$ cat src/sv/sbi_pkg.sv
// ----------------------------------------------------------------------------
// sbi_pkg
// Beat types, register indexes and fixed constants of the burst index unit.
// ----------------------------------------------------------------------------
package sbi_pkg;

  localparam int STAMP_BITS      = 32;
  localparam int OUT_COUNT_BITS  = 24;
  localparam int INDEX_BITS      = 17;
  localparam int FRAC_BITS       = 16;
  localparam int GAP_BITS        = 16;
  localparam int MIN_RUN_BITS    = 8;
  localparam int CFG_INDEX_BITS  = 8;
  localparam int CFG_DATA_BITS   = 16;
  localparam int QUEUE_DEPTH     = 2;

  localparam logic [OUT_COUNT_BITS-1:0] OUT_COUNT_MAX = '1;
  localparam logic [GAP_BITS-1:0]       GAP_RESET     = 16'd10;
  localparam logic [MIN_RUN_BITS-1:0]   MIN_RUN_RESET = 8'd3;

  // Configuration register indexes
  localparam logic [CFG_INDEX_BITS-1:0] REG_GAP_THRESHOLD = 8'd0;
  localparam logic [CFG_INDEX_BITS-1:0] REG_MIN_RUN       = 8'd1;

  typedef struct packed {
    logic [STAMP_BITS-1:0] stamp_ms;
    logic                  has_spike;
    logic                  neuron_end;
    logic                  window_end;
  } in_item_t;

  typedef struct packed {
    logic [OUT_COUNT_BITS-1:0] burst_cnt;
    logic [OUT_COUNT_BITS-1:0] total_cnt;
    logic [INDEX_BITS-1:0]     ratio_q16;
  } out_item_t;

  typedef enum logic [1:0] {
    BK_IDLE,
    BK_DIVIDE,
    BK_DONE
  } back_state_t;

endpackage

$ cat src/sv/spike_burst_index_unit.sv
// A window result beat passes the queue, then the back part's load, divide and
// done states. One input beat per cycle while the queue is not full; the back
// part takes a new window only once its 16-step restoring divider result is handed off.
// Two closed windows queue between front and back; when full, in_ready drops.
// Reset (rst_n low, synchronous) clears counters, queue and output valid and
// restores gap_threshold_ms to 10 and min_run_spikes to 3.
// ----------------------------------------------------------------------------
// spike_burst_index_unit
// Burst index over analysis windows of spike timestamps: front run tracker,
// queue of closed windows, back ratio divider.
// ----------------------------------------------------------------------------
module spike_burst_index_unit #(
  parameter int COUNT_BITS = 24,
  parameter int TIME_BITS  = 32
) (
  input  logic                                clk,
  input  logic                                rst_n,
  input  logic                                in_valid,
  output logic                                in_ready,
  input  sbi_pkg::in_item_t                   in_data,
  output logic                                out_valid,
  input  logic                                out_ready,
  output sbi_pkg::out_item_t                  out_data,
  input  logic                                cfg_valid,
  output logic                                cfg_ready,
  input  logic [sbi_pkg::CFG_INDEX_BITS-1:0]  cfg_index,
  input  logic [sbi_pkg::CFG_DATA_BITS-1:0]   cfg_data
);
  import sbi_pkg::*;

  logic                    q_full;
  logic                    q_push;
  logic [2*COUNT_BITS-1:0] q_wdata;
  logic                    q_pop;
  logic                    q_valid;
  logic [2*COUNT_BITS-1:0] q_rdata;

  sbi_front #(
    .COUNT_BITS (COUNT_BITS),
    .TIME_BITS  (TIME_BITS)
  ) u_front (
    .clk       (clk),
    .rst_n     (rst_n),
    .in_valid  (in_valid),
    .in_ready  (in_ready),
    .in_data   (in_data),
    .cfg_valid (cfg_valid),
    .cfg_ready (cfg_ready),
    .cfg_index (cfg_index),
    .cfg_data  (cfg_data),
    .q_full    (q_full),
    .q_push    (q_push),
    .q_wdata   (q_wdata)
  );

  sbi_queue #(
    .DATA_BITS (2*COUNT_BITS)
  ) u_queue (
    .clk    (clk),
    .rst_n  (rst_n),
    .push   (q_push),
    .wdata  (q_wdata),
    .full   (q_full),
    .pop    (q_pop),
    .rvalid (q_valid),
    .rdata  (q_rdata)
  );

  sbi_back #(
    .COUNT_BITS (COUNT_BITS)
  ) u_back (
    .clk       (clk),
    .rst_n     (rst_n),
    .q_valid   (q_valid),
    .q_rdata   (q_rdata),
    .q_pop     (q_pop),
    .out_valid (out_valid),
    .out_ready (out_ready),
    .out_data  (out_data)
  );

endmodule

$ cat src/sv/sbi_front.sv
// ----------------------------------------------------------------------------
// sbi_front
// Accepts spike beats, tracks runs per neuron and window counts, and pushes
// the window's burst and total counts into the queue at each window end.
// ----------------------------------------------------------------------------
module sbi_front #(
  parameter int COUNT_BITS = 24,
  parameter int TIME_BITS  = 32
) (
  input  logic                                clk,
  input  logic                                rst_n,
  input  logic                                in_valid,
  output logic                                in_ready,
  input  sbi_pkg::in_item_t                   in_data,
  input  logic                                cfg_valid,
  output logic                                cfg_ready,
  input  logic [sbi_pkg::CFG_INDEX_BITS-1:0]  cfg_index,
  input  logic [sbi_pkg::CFG_DATA_BITS-1:0]   cfg_data,
  input  logic                                q_full,
  output logic                                q_push,
  output logic [2*COUNT_BITS-1:0]             q_wdata
);
  import sbi_pkg::*;

  localparam logic [COUNT_BITS-1:0]   COUNT_MAX = '1;
  localparam logic [COUNT_BITS+1:0]   COUNT_MAX_WIDE = {2'b00, COUNT_MAX};

  logic [GAP_BITS-1:0]     gap_thr_r;
  logic [MIN_RUN_BITS-1:0] min_run_r;
  logic [TIME_BITS-1:0]    prev_r,  prev_nxt;
  logic                    have_r,  have_nxt;
  logic                    multi_r, multi_nxt;
  logic [COUNT_BITS-1:0]   run_r,   run_nxt;
  logic [COUNT_BITS-1:0]   wt_r,    wt_nxt;
  logic [COUNT_BITS-1:0]   wb_r,    wb_nxt;

  logic                    accept;
  logic                    closing;
  logic [TIME_BITS-1:0]    t_cur;
  logic [TIME_BITS-1:0]    gap;
  logic                    gap_below;
  logic                    follow;
  logic [COUNT_BITS-1:0]   run_inc;
  logic [COUNT_BITS-1:0]   run_new;
  logic                    multi_new;
  logic [COUNT_BITS-1:0]   wt_new;
  logic                    close_old;
  logic                    close_new;
  logic [COUNT_BITS+1:0]   burst_term;
  logic [COUNT_BITS+1:0]   burst_sum;
  logic [COUNT_BITS-1:0]   wb_new;

  assign cfg_ready = 1'b1;
  assign in_ready  = !q_full;
  assign accept    = in_valid && in_ready;
  assign closing   = in_data.neuron_end || in_data.window_end;

  // Configuration registers
  always_ff @(posedge clk) begin
    if (!rst_n) begin
      gap_thr_r <= GAP_RESET;
      min_run_r <= MIN_RUN_RESET;
    end else if (cfg_valid && cfg_ready) begin
      if (cfg_index == REG_GAP_THRESHOLD) begin
        gap_thr_r <= cfg_data;
      end else if (cfg_index == REG_MIN_RUN) begin
        min_run_r <= cfg_data[MIN_RUN_BITS-1:0];
      end
    end
  end

  // Gap to the previous spike, modulo the time width
  assign t_cur     = TIME_BITS'(in_data.stamp_ms);
  assign gap       = t_cur - prev_r;
  assign gap_below = gap < TIME_BITS'(gap_thr_r);
  assign follow    = in_data.has_spike && have_r;
  assign run_inc   = (run_r == COUNT_MAX) ? run_r : run_r + 1'b1;

  // Run length and multi-spike flag after the spike of this beat
  always_comb begin
    run_new = run_r;
    if (in_data.has_spike) begin
      run_new = (follow && gap_below) ? run_inc : COUNT_BITS'(1);
    end
  end
  assign multi_new = multi_r || follow;
  assign wt_new    = !in_data.has_spike ? wt_r :
                     (wt_r == COUNT_MAX) ? wt_r : wt_r + 1'b1;

  // Gap >= threshold closes the old run; a neuron or window end closes the new one
  assign close_old = follow && !gap_below && (run_r >= COUNT_BITS'(min_run_r));
  assign close_new = closing && multi_new && (run_new >= COUNT_BITS'(min_run_r));

  assign burst_term = (close_old ? {2'b00, run_r}   : '0)
                    + (close_new ? {2'b00, run_new} : '0);
  assign burst_sum  = {2'b00, wb_r} + burst_term;
  assign wb_new     = (burst_sum > COUNT_MAX_WIDE) ? COUNT_MAX : burst_sum[COUNT_BITS-1:0];

  // Next state for an accepted beat
  always_comb begin
    prev_nxt  = prev_r;
    have_nxt  = have_r;
    multi_nxt = multi_r;
    run_nxt   = run_r;
    wt_nxt    = wt_r;
    wb_nxt    = wb_r;
    if (accept) begin
      if (in_data.has_spike) begin
        prev_nxt = t_cur;
        have_nxt = 1'b1;
      end
      multi_nxt = multi_new;
      run_nxt   = run_new;
      wt_nxt    = wt_new;
      wb_nxt    = wb_new;
      if (closing) begin
        prev_nxt  = '0;
        have_nxt  = 1'b0;
        multi_nxt = 1'b0;
        run_nxt   = '0;
      end
      if (in_data.window_end) begin
        wt_nxt = '0;
        wb_nxt = '0;
      end
    end
  end

  always_ff @(posedge clk) begin
    if (!rst_n) begin
      prev_r  <= '0;
      have_r  <= 1'b0;
      multi_r <= 1'b0;
      run_r   <= '0;
      wt_r    <= '0;
      wb_r    <= '0;
    end else begin
      prev_r  <= prev_nxt;
      have_r  <= have_nxt;
      multi_r <= multi_nxt;
      run_r   <= run_nxt;
      wt_r    <= wt_nxt;
      wb_r    <= wb_nxt;
    end
  end

  // Hand the closed window to the back part
  assign q_push  = accept && in_data.window_end;
  assign q_wdata = {wb_new, wt_new};

endmodule

$ cat src/sv/sbi_queue.sv
// ----------------------------------------------------------------------------
// sbi_queue
// Short first-in first-out queue of closed window counts.
// ----------------------------------------------------------------------------
module sbi_queue #(
  parameter int DATA_BITS = 48
) (
  input  logic                 clk,
  input  logic                 rst_n,
  input  logic                 push,
  input  logic [DATA_BITS-1:0] wdata,
  output logic                 full,
  input  logic                 pop,
  output logic                 rvalid,
  output logic [DATA_BITS-1:0] rdata
);
  import sbi_pkg::*;

  localparam int PTR_BITS = (QUEUE_DEPTH > 1) ? $clog2(QUEUE_DEPTH) : 1;
  localparam int CNT_BITS = $clog2(QUEUE_DEPTH + 1);
  localparam logic [PTR_BITS-1:0] LAST_PTR = PTR_BITS'(QUEUE_DEPTH - 1);
  localparam logic [CNT_BITS-1:0] DEPTH_CNT = CNT_BITS'(QUEUE_DEPTH);

  logic [DATA_BITS-1:0] mem_r [QUEUE_DEPTH];
  logic [PTR_BITS-1:0]  wr_ptr_r, wr_ptr_nxt;
  logic [PTR_BITS-1:0]  rd_ptr_r, rd_ptr_nxt;
  logic [CNT_BITS-1:0]  cnt_r,    cnt_nxt;
  logic                 do_push;
  logic                 do_pop;

  assign full    = (cnt_r == DEPTH_CNT);
  assign rvalid  = (cnt_r != '0);
  assign rdata   = mem_r[rd_ptr_r];
  assign do_push = push && !full;
  assign do_pop  = pop && rvalid;

  // Advance pointers and occupancy
  always_comb begin
    wr_ptr_nxt = wr_ptr_r;
    rd_ptr_nxt = rd_ptr_r;
    cnt_nxt    = cnt_r;
    if (do_push) begin
      wr_ptr_nxt = (wr_ptr_r == LAST_PTR) ? '0 : wr_ptr_r + 1'b1;
    end
    if (do_pop) begin
      rd_ptr_nxt = (rd_ptr_r == LAST_PTR) ? '0 : rd_ptr_r + 1'b1;
    end
    if (do_push && !do_pop) begin
      cnt_nxt = cnt_r + 1'b1;
    end else if (do_pop && !do_push) begin
      cnt_nxt = cnt_r - 1'b1;
    end
  end

  always_ff @(posedge clk) begin
    if (!rst_n) begin
      wr_ptr_r <= '0;
      rd_ptr_r <= '0;
      cnt_r    <= '0;
    end else begin
      wr_ptr_r <= wr_ptr_nxt;
      rd_ptr_r <= rd_ptr_nxt;
      cnt_r    <= cnt_nxt;
    end
  end

  // Store the entry
  always_ff @(posedge clk) begin
    if (do_push) begin
      mem_r[wr_ptr_r] <= wdata;
    end
  end

endmodule

$ cat src/sv/sbi_back.sv
// ----------------------------------------------------------------------------
// sbi_back
// Takes closed window counts, forms burst/total in Q1.16 with a restoring
// divider one quotient bit per cycle, and holds the result beat.
// ----------------------------------------------------------------------------
module sbi_back #(
  parameter int COUNT_BITS = 24
) (
  input  logic                      clk,
  input  logic                      rst_n,
  input  logic                      q_valid,
  input  logic [2*COUNT_BITS-1:0]   q_rdata,
  output logic                      q_pop,
  output logic                      out_valid,
  input  logic                      out_ready,
  output sbi_pkg::out_item_t        out_data
);
  import sbi_pkg::*;

  localparam int STEP_BITS = $clog2(FRAC_BITS);
  localparam int WIDE_BITS = (COUNT_BITS > OUT_COUNT_BITS) ? COUNT_BITS : OUT_COUNT_BITS;
  localparam logic [STEP_BITS-1:0] LAST_STEP = STEP_BITS'(FRAC_BITS - 1);
  localparam logic [WIDE_BITS-1:0] OUT_MAX_WIDE = WIDE_BITS'(OUT_COUNT_MAX);

  back_state_t             state_r, state_nxt;
  logic [STEP_BITS-1:0]    step_r,  step_nxt;
  logic [COUNT_BITS-1:0]   rem_r,   rem_nxt;
  logic [COUNT_BITS-1:0]   den_r,   den_nxt;
  logic [COUNT_BITS-1:0]   burst_r, burst_nxt;
  logic                    qtop_r,  qtop_nxt;
  logic [FRAC_BITS-1:0]    frac_r,  frac_nxt;
  logic                    out_valid_r, out_valid_nxt;
  out_item_t               out_data_r,  out_data_nxt;

  logic [COUNT_BITS-1:0]   in_burst;
  logic [COUNT_BITS-1:0]   in_total;
  logic [COUNT_BITS-1:0]   num_clamp;
  logic                    full_ratio;
  logic [COUNT_BITS:0]     rem_dbl;
  logic                    rem_ge;
  logic [COUNT_BITS:0]     rem_sub;
  logic                    slot_free;
  logic [WIDE_BITS-1:0]    burst_wide;
  logic [WIDE_BITS-1:0]    total_wide;

  assign in_burst   = q_rdata[2*COUNT_BITS-1:COUNT_BITS];
  assign in_total   = q_rdata[COUNT_BITS-1:0];
  assign num_clamp  = (in_burst > in_total) ? in_total : in_burst;
  assign full_ratio = (in_total != '0) && (num_clamp == in_total);

  // One restoring step: shift, compare, subtract
  assign rem_dbl = {rem_r, 1'b0};
  assign rem_ge  = (den_r != '0) && (rem_dbl >= {1'b0, den_r});
  assign rem_sub = rem_dbl - {1'b0, den_r};

  assign slot_free  = !out_valid_r || out_ready;
  assign burst_wide = WIDE_BITS'(burst_r);
  assign total_wide = WIDE_BITS'(den_r);

  always_ff @(posedge clk) begin
    if (!rst_n) begin
      state_r     <= BK_IDLE;
      out_valid_r <= 1'b0;
    end else begin
      state_r     <= state_nxt;
      out_valid_r <= out_valid_nxt;
    end
  end

  always_ff @(posedge clk) begin
    step_r     <= step_nxt;
    rem_r      <= rem_nxt;
    den_r      <= den_nxt;
    burst_r    <= burst_nxt;
    qtop_r     <= qtop_nxt;
    frac_r     <= frac_nxt;
    out_data_r <= out_data_nxt;
  end

  // Sequence load, divide and result hand-off
  always_comb begin
    state_nxt     = state_r;
    step_nxt      = step_r;
    rem_nxt       = rem_r;
    den_nxt       = den_r;
    burst_nxt     = burst_r;
    qtop_nxt      = qtop_r;
    frac_nxt      = frac_r;
    out_valid_nxt = out_valid_r && !out_ready;
    out_data_nxt  = out_data_r;
    q_pop         = 1'b0;
    case (state_r)
      BK_IDLE: begin
        if (q_valid) begin
          q_pop     = 1'b1;
          den_nxt   = in_total;
          burst_nxt = in_burst;
          qtop_nxt  = full_ratio;
          rem_nxt   = full_ratio ? '0 : num_clamp;
          frac_nxt  = '0;
          step_nxt  = '0;
          state_nxt = BK_DIVIDE;
        end
      end
      BK_DIVIDE: begin
        rem_nxt  = rem_ge ? rem_sub[COUNT_BITS-1:0] : rem_dbl[COUNT_BITS-1:0];
        frac_nxt = {frac_r[FRAC_BITS-2:0], rem_ge};
        step_nxt = step_r + 1'b1;
        if (step_r == LAST_STEP) begin
          state_nxt = BK_DONE;
        end
      end
      BK_DONE: begin
        if (slot_free) begin
          out_valid_nxt          = 1'b1;
          out_data_nxt.burst_cnt = (burst_wide > OUT_MAX_WIDE) ? OUT_COUNT_MAX
                                   : burst_wide[OUT_COUNT_BITS-1:0];
          out_data_nxt.total_cnt = (total_wide > OUT_MAX_WIDE) ? OUT_COUNT_MAX
                                   : total_wide[OUT_COUNT_BITS-1:0];
          out_data_nxt.ratio_q16 = {qtop_r, frac_r};
          state_nxt              = BK_IDLE;
        end
      end
      default: begin
        state_nxt = BK_IDLE;
      end
    endcase
  end

  assign out_valid = out_valid_r;
  assign out_data  = out_data_r;

endmodule

$ cat config.mk
export PLATFORM = sky130hd
export DESIGN_NAME = spike_burst_index_unit
export DESIGN_NICKNAME = d
export VERILOG_FILES = /design/src/sv/sbi_pkg.sv /design/src/sv/spike_burst_index_unit.sv /design/src/sv/sbi_front.sv /design/src/sv/sbi_queue.sv /design/src/sv/sbi_back.sv
export SDC_FILE = /design/constraint.sdc
export NUM_CORES = 1
export LEC_CHECK = 0
export BUFFER_PORTS_ARGS = -buffer_cell sky130_fd_sc_hd__buf_2
export CAP_MARGIN = 15
export CORE_UTILIZATION = 58
export CTS_BUF_LIST = sky130_fd_sc_hd__clkbuf_8
export DETAILED_ROUTE_END_ITERATION = 8
export PLACE_DENSITY = 0.78
export SLEW_MARGIN = 10
export SYNTH_ARGS = -nofsm -noshare
export SYNTH_HDL_FRONTEND = slang
export SYNTH_HIERARCHICAL = 1
export SYNTH_SLANG_ARGS = --single-unit
$ cat constraint.sdc
create_clock -name clk -period 13 [get_ports clk]
set_input_delay 3.9 -clock clk [delete_from_list [all_inputs] [get_ports clk]]
set_output_delay 3.9 -clock clk [all_outputs]
set_load 0.01 [all_outputs]
==> results of run 1 <==
## repair_timing
item | CTS | global route
hold buffers | 0 | 0
gates resized for setup | 4 | 38
setup endpoints to repair | 51 | 72
gates cloned | 0 | 3
buffers inserted | 0 | 4
pin swaps | 0 | 13
## report_power, final
group,internal [mW],leakage (nW),switching (mW),total (mW)
Combinational,0.614,5.94,0.991,1.60
Clock,0.564,0.721,0.518,1.08
Sequential,1.64,3.48,0.110,1.75
Total,2.82,10.1,1.62,4.44
## worst max-delay path by stage
stage / slack, ns / startpoint / end
finish: 0.42 / in_data[3] / u_front/wb_r[8]
global route: -0.05 / in_data[3] / u_front/wb_r[3]
CTS: 0.04 / in_data[3] / u_front/wb_r[17]
detailed placement: -0.72 / in_data[3] / u_front/wb_r[3]
global placement: -0.30 / in_data[3] / u_front/wb_r[17]
floorplan: 0.13 / in_data[3] / u_front/wb_r[5]
## layout make-up
type / count / area [um2] / share of cell area [%]
repair buffers: 213 / 1289 / 5.091
multi-input cells: 1528 / 11150 / 44.05
clock buffers: 69 / 949.7 / 3.752
inverters: 146 / 548.0 / 2.165
well taps: 511 / 639.4 / 2.526
flip-flops and latches: 392 / 10390 / 41.05
clock inverters: 53 / 346.6 / 1.369
## cells by family (layout without fill, tap and decap cells)
kind of cell,after synthesis,count (layout)
compound gates,492,492
fa+ha+maj,164,164
flops,392,392
mux,97,97
simple gates,650,650
other cells,1,1
xor+xnor,124,124
buf+inv,276,481
## per-layer routing
| layer | vias to the layer above | part of all wire [%] | global-route usage (%) |
|---|---|---|---|
| li1 | 8266 | - | - |
| met1 | 8281 | 43 | 36.09 |
| met2 | 712 | 47 | 44.86 |
| met3 | 130 | 6.8 | 4.510 |
| met4 | 4 | 3.3 | 11.68 |
| met5 | - | 0.041 | 0 |
## metrics by stage
step / setup slack, ns / TNS, ns
3_5_place_dp: -0.7210 / -46.18
6_report: 0.4167 / 0
4_1_cts: 0.04229 / 0
2_1_floorplan: 0.1324 / 0
5_1_grt: -0.05072 / -0.6063
3_3_place_gp: -0.3043 / -17.32
## Yosys cell counts, types with 26 or more instances
cell                       number  share of area [%]
sky130_fd_sc_hd__a21o_1        30                1.0
sky130_fd_sc_hd__a21oi_1      135                3.0
sky130_fd_sc_hd__a22o_1        28                1.1
sky130_fd_sc_hd__a22oi_1       54                1.8
sky130_fd_sc_hd__and2_1        49                1.4
sky130_fd_sc_hd__and3_1        26               0.72
sky130_fd_sc_hd__clkbuf_1     106                1.8
sky130_fd_sc_hd__dfxtp_1      138                 12
sky130_fd_sc_hd__edfxtp_1     254                 34
sky130_fd_sc_hd__fa_1          27                2.4
sky130_fd_sc_hd__ha_1         137                7.6
sky130_fd_sc_hd__inv_1        143                2.4
sky130_fd_sc_hd__mux2_2        32                1.6
sky130_fd_sc_hd__mux2i_1       45                2.0
sky130_fd_sc_hd__nand2_1      115                1.9
sky130_fd_sc_hd__nand3_1       53                1.2
sky130_fd_sc_hd__nor2_1       193                3.2
sky130_fd_sc_hd__nor4_1        31               0.86
sky130_fd_sc_hd__o21ai_0       72                1.6
sky130_fd_sc_hd__xnor2_1       89                3.5
sky130_fd_sc_hd__xor2_1        35                1.4
## critical path, delay by kind of cell
family / cells / cell delay [ns]
buf+inv: 8 / 0.85
fa+ha+maj: 6 / 1.80
xor+xnor: 1 / 0.14
simple gates: 14 / 2.20
compound gates: 23 / 4.19
## state kept, by name, summed over array words and instances, names as in the netlist, named ones only
signal,cells
u_back/step_r,4
u_queue/rd_ptr_r,1
u_back/rem_r,24
u_back/out_data,65
u_back/state_r,2
u_front/run_r,24
u_back/frac_r,16
u_back/burst_r,24
u_front/wt_r,24
u_queue/cnt_r,2
u_front/wb_r,24
u_back/den_r,24
u_back/out_valid,1
u_back/qtop_r,1
u_queue/wr_ptr_r,1
u_front/multi_r,1
u_front/gap_thr_r,16
u_front/have_r,1
u_front/prev_r,32
u_front/min_run_r,8
u_queue/mem_r,96
==> out/results.txt, run 1 <==
The flow ran to the end, and the final reports show no timing, DRC or antenna violations. The number of antenna violations at the first check in global routing is 2. Synthesis produced a netlist with a net count of 2424. Cells fill 66.73% of the core in the end. The tools report the half-perimeter wire length after detailed placement as 38.76 mm. Synthesis inferred 392 register bits. TritonCTS built the clock tree.

Summing the areas of all and, or, nand and nor instances in the mapped netlist gives 14.75% of the synthesized area. The die covers 0.03960 mm2. For the all-layer global routing usage, the log shows 27.45%.

Highest net fanout along the worst path: 6. On the final layout, the worst hold slack is 0.4184 ns. The detail route stage leaves a number of antenna-violating nets equal to 0. Number of max-slew violations in the final report: 0. The routed length per instance is 18.64 um.

The routed via count divided by cell count is 5.973. At the end of the flow, the number of nets in the layout was 2576. Leaving out fill and tap cells, the most frequent cells in the layout are 254 x sky130_fd_sc_hd__edfxtp_1, 189 x sky130_fd_sc_hd__nor2_1, 161 x sky130_fd_sc_hd__inv_1. After clock tree synthesis, the clock-pin slew on the worst setup and hold paths is 0.06 ns. The worst setup path is captured at a flop.

The fmax came out at 0.07947 GHz. In the synthesized netlist the dominant register cell turns out to be sky130_fd_sc_hd__edfxtp_1. After synthesis, the largest family of logic cells by area is simple AND/OR/NAND/NOR gates.

The tool flagged a number of max-cap violations equal to 0. The run gives 89 as the pin count of the biggest net entering global routing. The largest individual stage delay along the critical path comes from the cell sky130_fd_sc_hd__or4_4. From synthesis to final layout, the design area changed by 12.45%. The source of the worst register-to-register timing path was u_front/prev_r[0]. The data required time of the critical path is 13.50 ns. The worst hold path begins at u_back/burst_r[10]. The average instance in the mapped netlist occupies 10.25 um2.

The synthesized netlist devotes 14.59% of its cell area to compound gates. The endpoint of the worst hold path is u_back/out_data[51]. For the worst setup path, the data arrival time is 13.08 ns. After technology mapping, the gate count stands at 2196. For the number of non-filler instances in the completed layout, the log shows 2912. The path class of the lowest-slack min-delay path was flop to flop.

The tools report the finished layout cell area as 0.02531 mm2. In this run the tightest slew margin relative to its limit is 25.30%. Between clock sinks in the finished design, the worst skew comes to 0.05115 ns.

Number of filler instances in the final layout: 2930. Across all register-to-register paths, the minimum setup slack is 3.50 ns. Across the VDD grid, the largest voltage drop is 0.1113 mV. The type of the setup path with the least slack was primary input to flop.

The final clock period utilization by the worst path was 96.79%. The transition time at the pin with the least slew margin is 1.120 ns. The total length of routed wires was 54.29 mm; the number of global-route vias before repair was 16890.

Wire length of the first global-routing pass: 85.57 mm. The run gives 0.02251 mm2 as the summed instance area of the synthesized netlist. The total chip power is 4.436 mW, and the worst reg2reg path depth is 50. The clock latency on the worst-skew pair is 0.64 ns. In this run, placement finished with an instance count of 2783.

Highest cell delay on the worst timing path: 0.44 ns. The total overflow left after global routing is 0. For the I/O pin count, the log shows 132. Summing all placed instances gives a cell area of 0.02382 mm2. After Yosys synthesis, XOR and XNOR cells account for 4.825% of the synthesized area.

The clock passes through at most 3 buffers. Final-report setup violation count: 0. The leading cell type in the layout, fill and taps excluded is sky130_fd_sc_hd__edfxtp_1.

The worst register-to-register path ends at u_front/wb_r[8]. The die is 199.0 um tall. The number of buffers created by CTS was 67; the die width was 199.0 um.

After the first detailed-routing iteration, the DRC count stood at 1351. The mux cell area share after synthesis was 4.602%; the worst hold path depth was 0. The initialized floorplan defines 71 standard-cell rows. The first detailed-routing pass ran for 6 iterations. Yosys mapped a number of flops with a built-in enable equal to 254. After detailed routing, the number of remaining DRC violations is 0.

The fraction of registers with async set or reset after synthesis was 0%. Buffers placed on the I/O ports in this run total 130. For this configuration, the core starts out at a cell density of 59.34%.

At the end of routability-driven placement, the weighted congestion stood at 0.9532. The total number of clock tree sinks is 392. Cells with a size suffix above 1 make up 17.58% of the layout. The number of different library cells used by synthesis comes to 105. The hold violation count in the final report is 0, and the final critical-path required period is 12.58 ns. In this run the power density over the cells is 175.3 mW/mm2. 0 antenna diodes ended up in the layout.

The run gives 10.14 nW as the static leakage. The cell sitting at the root of the clock tree is a sky130_fd_sc_hd__clkbuf_8. For this run, the number of Yosys warnings is 6. After floorplanning, the core was sized to cover 0.03793 mm2. The worst setup path is launched from a primary input.

The tools report the sequential-to-total area share from yosys stat as 46.16%. For this block, the via count after detailed routing is 17390. Of the total synthesized cell area, the portion taken by full adders, half adders and majority gates is 10.02%. The tools report the level count of the clock H-tree as 3.
No activity file was read; power rests on OpenSTA's default activity.
==> run 2: changes to the inputs <==
Settings changed: ABC_AREA set to 1, CELL_PAD_IN_SITES_DETAIL_PLACEMENT set to 1, CELL_PAD_IN_SITES_GLOBAL_PLACEMENT set to 2, CORE_UTILIZATION 58 to 35, PLACE_DENSITY 0.78 to 0.77.
==> run 2 against run 1 <==
  * Final cell count rose by 41%
  * Via count is 14% higher
  * Area after synthesis increased by 8.8%
  * Synthesized cell count up 37%
  * Global-route usage down 6.6 points
  * Utilization down 27 points
  * Count of clock-buffer cells in the layout up 15
  * Worst hold slack worse by 0.021 ns
  * Sequential share of layout area is 3.3 points lower
  * Combinational power up 5%
==> out/results.txt, run 2 <==
The run finished with clean final reports. The launching element type of the critical path was a primary input. Number of max-slew violations in the final report: 0. On the final layout, the worst clock skew is 0.05339 ns. The largest vdd supply drop is 0.09020 mV, and the area of the placeable core is 0.06895 mm2.

The all-layer global routing usage was 20.85%. The level count of the clock H-tree was 3. The dominant delay contributor by cell family on the critical path is simple AND/OR/NAND/NOR gates. The leading register cell type out of synthesis is sky130_fd_sc_hd__edfxtp_1. In this run, post-CTS repair resized a total of 0 instances. For the net total in the final layout, the log shows 3331. The slowest stage of the critical path is the sky130_fd_sc_hd__a221oi_1 cell. The highest net fanout along the worst path was 22. The run gives 26.98% as the headroom to the max-slew limit. The worst hold path belongs to the class flop to flop. Net switching is 38.39% of the power. The floorplan has 96 rows. Pin placement for this block handled 132 I/O pins. For this design the static power due to leakage is 12.20 nW.

In the finished design, the share of the clock period the worst path needs comes to 92.53%. The half-perimeter wire length after detailed placement came out at 56.31 mm. The library cell used most frequently in the layout, excluding fill and tap cells, is sky130_fd_sc_hd__nand2_1. Combinational share of power: 36.2%. The run gives 115.9 mm as the wire length of the first global-routing pass.

The floorplan step defined a die boundary enclosing 0.07105 mm2. The synthesized netlist devotes 24.50% of its cell area to simple gates. After detailed routing, the total wire length is 73.37 mm. The total buffers and inverters traversed by the critical path was 5; the total net switching power was 1.780 mW. Setup total negative slack on the finished layout was measured at 0 ns.

The number of buffers added for setup after CTS is 0. Setup violations remaining at the end of the flow were counted as 0. Of the total synthesized cell area, the portion taken by full adders, half adders and majority gates is 9.205%.

The number of DRC markers in iteration 0 was 856. After detailed routing, the number of vias per cell comes to 4.827. Setup repair after global routing left no endpoint under its margin.

The run gives 0.02749 mm2 as the finished layout cell area. The cell accounting for the most synthesized area is sky130_fd_sc_hd__edfxtp_1. The die width is 266.5 um. The total chip power is 4.638 mW, and the final critical-path required period is 12.03 ns. The number of port buffers works out to 130. In the synthesized netlist, mux cells make up 2.513% of the area. Synthesis produced a netlist with a net count of 3235.

Number of filler instances in the final layout: 8386. The number of warnings printed during yosys synthesis is 6. The layout cell share with drive strength beyond 1 was 14.46%.

The congestion estimate from routability-driven global placement came to 0.8547. The tools report the data required time of the critical path as 13.47 ns. Derived from the worst setup path, the maximum achievable clock frequency is 0.08314 GHz.

For the standard cell area after detailed placement, the log shows 0.02590 mm2. The fraction of power consumed by sequential logic was 36.1%. For the pin count of the biggest net entering global routing, the log shows 97. The main combinational cell family by area after synthesis is simple AND/OR/NAND/NOR gates. The routed length per instance was 17.93 um; the highest cell delay on the worst timing path was 0.48 ns.

DRC violations left: 0. Buffers inserted to repair hold after CTS numbered 0. TritonCTS built the clock tree. For this block, the via count after detailed routing is 19760. Sequential elements use 42.42% of the synthesized area. The register with the most flip-flops in the layout has 96 of them.

The synthesis-to-layout area growth came out at 12.23%. In this run, the clock network consumes 27.7% of the power. The run gives 0 as the global route total overflow. The later pin in the worst-skew pair is clocked with a latency of 0.67 ns. Max-cap violations in this run came to 0.

Clock tree synthesis inserted a total of 75 buffers. The summed instance area of the synthesized netlist was 0.02449 mm2; the number of global-route vias before repair was 21150. The critical path endpoint category was a flop. The number of antenna violations at the first check in global routing came out at 1. The average size of a mapped cell is 8.146 um2. Internal power comes to 2.857 mW. After synthesis the netlist holds a flip-flop and latch count of 392.

Summing the areas of all compound-gate instances in the mapped netlist gives 7.979% of the synthesized area. Ranked by instance count, the synthesized netlist is headed by 732 x sky130_fd_sc_hd__nand2_1, 457 x sky130_fd_sc_hd__inv_1, 254 x sky130_fd_sc_hd__edfxtp_1. Register with the highest flop count: u_queue/mem_r.

The transition time at the pin with the least slew margin is 1.095 ns, and the endpoint arrival time on the critical path is 12.50 ns. Type of the setup path with the least slack: primary input to flop. The share of the synthesized netlist area taken by xor and xnor gates was 3.468%.

The most instantiated library cell after synthesis was sky130_fd_sc_hd__nand2_1. The fraction of synthesized cell area taken by the top area cell type works out to 31.14%. The floorplan step set the die height to 266.5 um. The clock passes through at most 3 buffers. The fraction of registers with async set or reset after synthesis is 0%. Leaving out fill and tap cells, the most frequent cells in the layout are 730 x sky130_fd_sc_hd__nand2_1, 474 x sky130_fd_sc_hd__inv_1, 254 x sky130_fd_sc_hd__edfxtp_1. The clock drives 392 sinks.

The run gives 3007 as the synthesized instance count. The starting density of the core is 35.53%. The count of flip-flops with a built-in enable after synthesis was 254; the clock input transition at the sequential cells of the worst setup and hold paths was 0.06 ns. The tools report the clock root buffer as sky130_fd_sc_hd__clkbuf_8. For the hold violation count in the final report, the log shows 0.

The detail route stage leaves a number of antenna-violating nets equal to 0. After synthesis, the netlist uses 63 different library cells. By area the synthesized netlist is led by sky130_fd_sc_hd__edfxtp_1 31%, sky130_fd_sc_hd__dfxtp_1 11%, sky130_fd_sc_hd__nand2_1 11%, sky130_fd_sc_hd__inv_1 7.0%, sky130_fd_sc_hd__ha_1 7.0%. In this run the power density over the cells is 168.7 mW/mm2. Before antenna repair, the detailed router went through 5 iterations.

The most frequent cell on the critical path is sky130_fd_sc_hd__nand2_1.
## run 2: cell types whose count changed in the layout (fill, tap and decap cells not counted), sizes merged, moves of 54 or more
cell	change
inv	+337
xnor2	-55
a21oi	+70
nand2	+654
nor2	+62
nand3	+169
buf	-65
a22oi	-54
## run 2: logic make-up (layout without fill, tap and decap cells)
family,after synthesis,in the layout
simple gates,1344,1344
compound gates,344,344
fa+ha+maj,164,164
xor+xnor,97,97
mux,48,48
flops,392,392
buf+inv,617,771
other cells,1,2
## run 2: worst paths after layout
kind	startpoint	end	slack, ns	cells past startpoint
hold / removal	u_back/burst_r[9]	u_back/out_data[50]	0.40	0
setup / recovery	in_data[3]	u_front/wb_r[17]	0.97	51
setup reg to reg	u_front/prev_r[6]	u_front/wb_r[17]	3.96	49
hold reg to reg	u_back/burst_r[9]	u_back/out_data[50]	0.40	0
## run 2: metrics by stage
stage / instances / hold WS, ns / worst slack [ns] / utilization (%)
6_report: 4093 / 0.3973 / 0.9714 / 39.87
5_1_grt: 4093 / 0.4079 / 0.01098 / 39.87
4_1_cts: 4091 / 0.3910 / 0.9389 / 39.83
3_5_place_dp: 3956 / 0.4062 / 0.2817 / 37.56
3_3_place_gp: 3956 / 0.4016 / 0.5699 / 37.56
2_1_floorplan: 3007 / 0.4003 / 1.840 / -
## run 2: final cells by class
type / count / area, um2 / share of cell area [%]
Antenna cell: 1 / 2.502 / 0.009102
Tap cell: 931 / 1165 / 4.237
Inverter: 488 / 1833 / 6.668
Clock buffer: 84 / 1156 / 4.205
Timing Repair Buffer: 148 / 805.8 / 2.931
Multi-Input combinational cell: 1998 / 11730 / 42.66
Clock inverter: 51 / 409.1 / 1.488
Sequential cell: 392 / 10390 / 37.80
## run 2: metal layers
metal	share of wire [%]	global-route usage, %	up-vias	wire [um]
met5	0	0	-	0
met2	49	36.93	270	36300
met1	45	25.66	9449	32800
met3	3.1	3.340	112	2243
li1	-	-	9925	-
met4	2.8	6.710	0	2031
## run 2: power groups by stage
stage | sequential, mW | clock, mW | combinational (mW)
3_5_place_dp | 1.70 | 0 | 1.69
6_report | 1.67 | 1.28 | 1.68
2_1_floorplan | 1.67 | 0 | 1.25
4_1_cts | 1.68 | 1.33 | 1.70
3_3_place_gp | 1.69 | 0 | 1.66
5_1_grt | 1.69 | 1.38 | 1.89
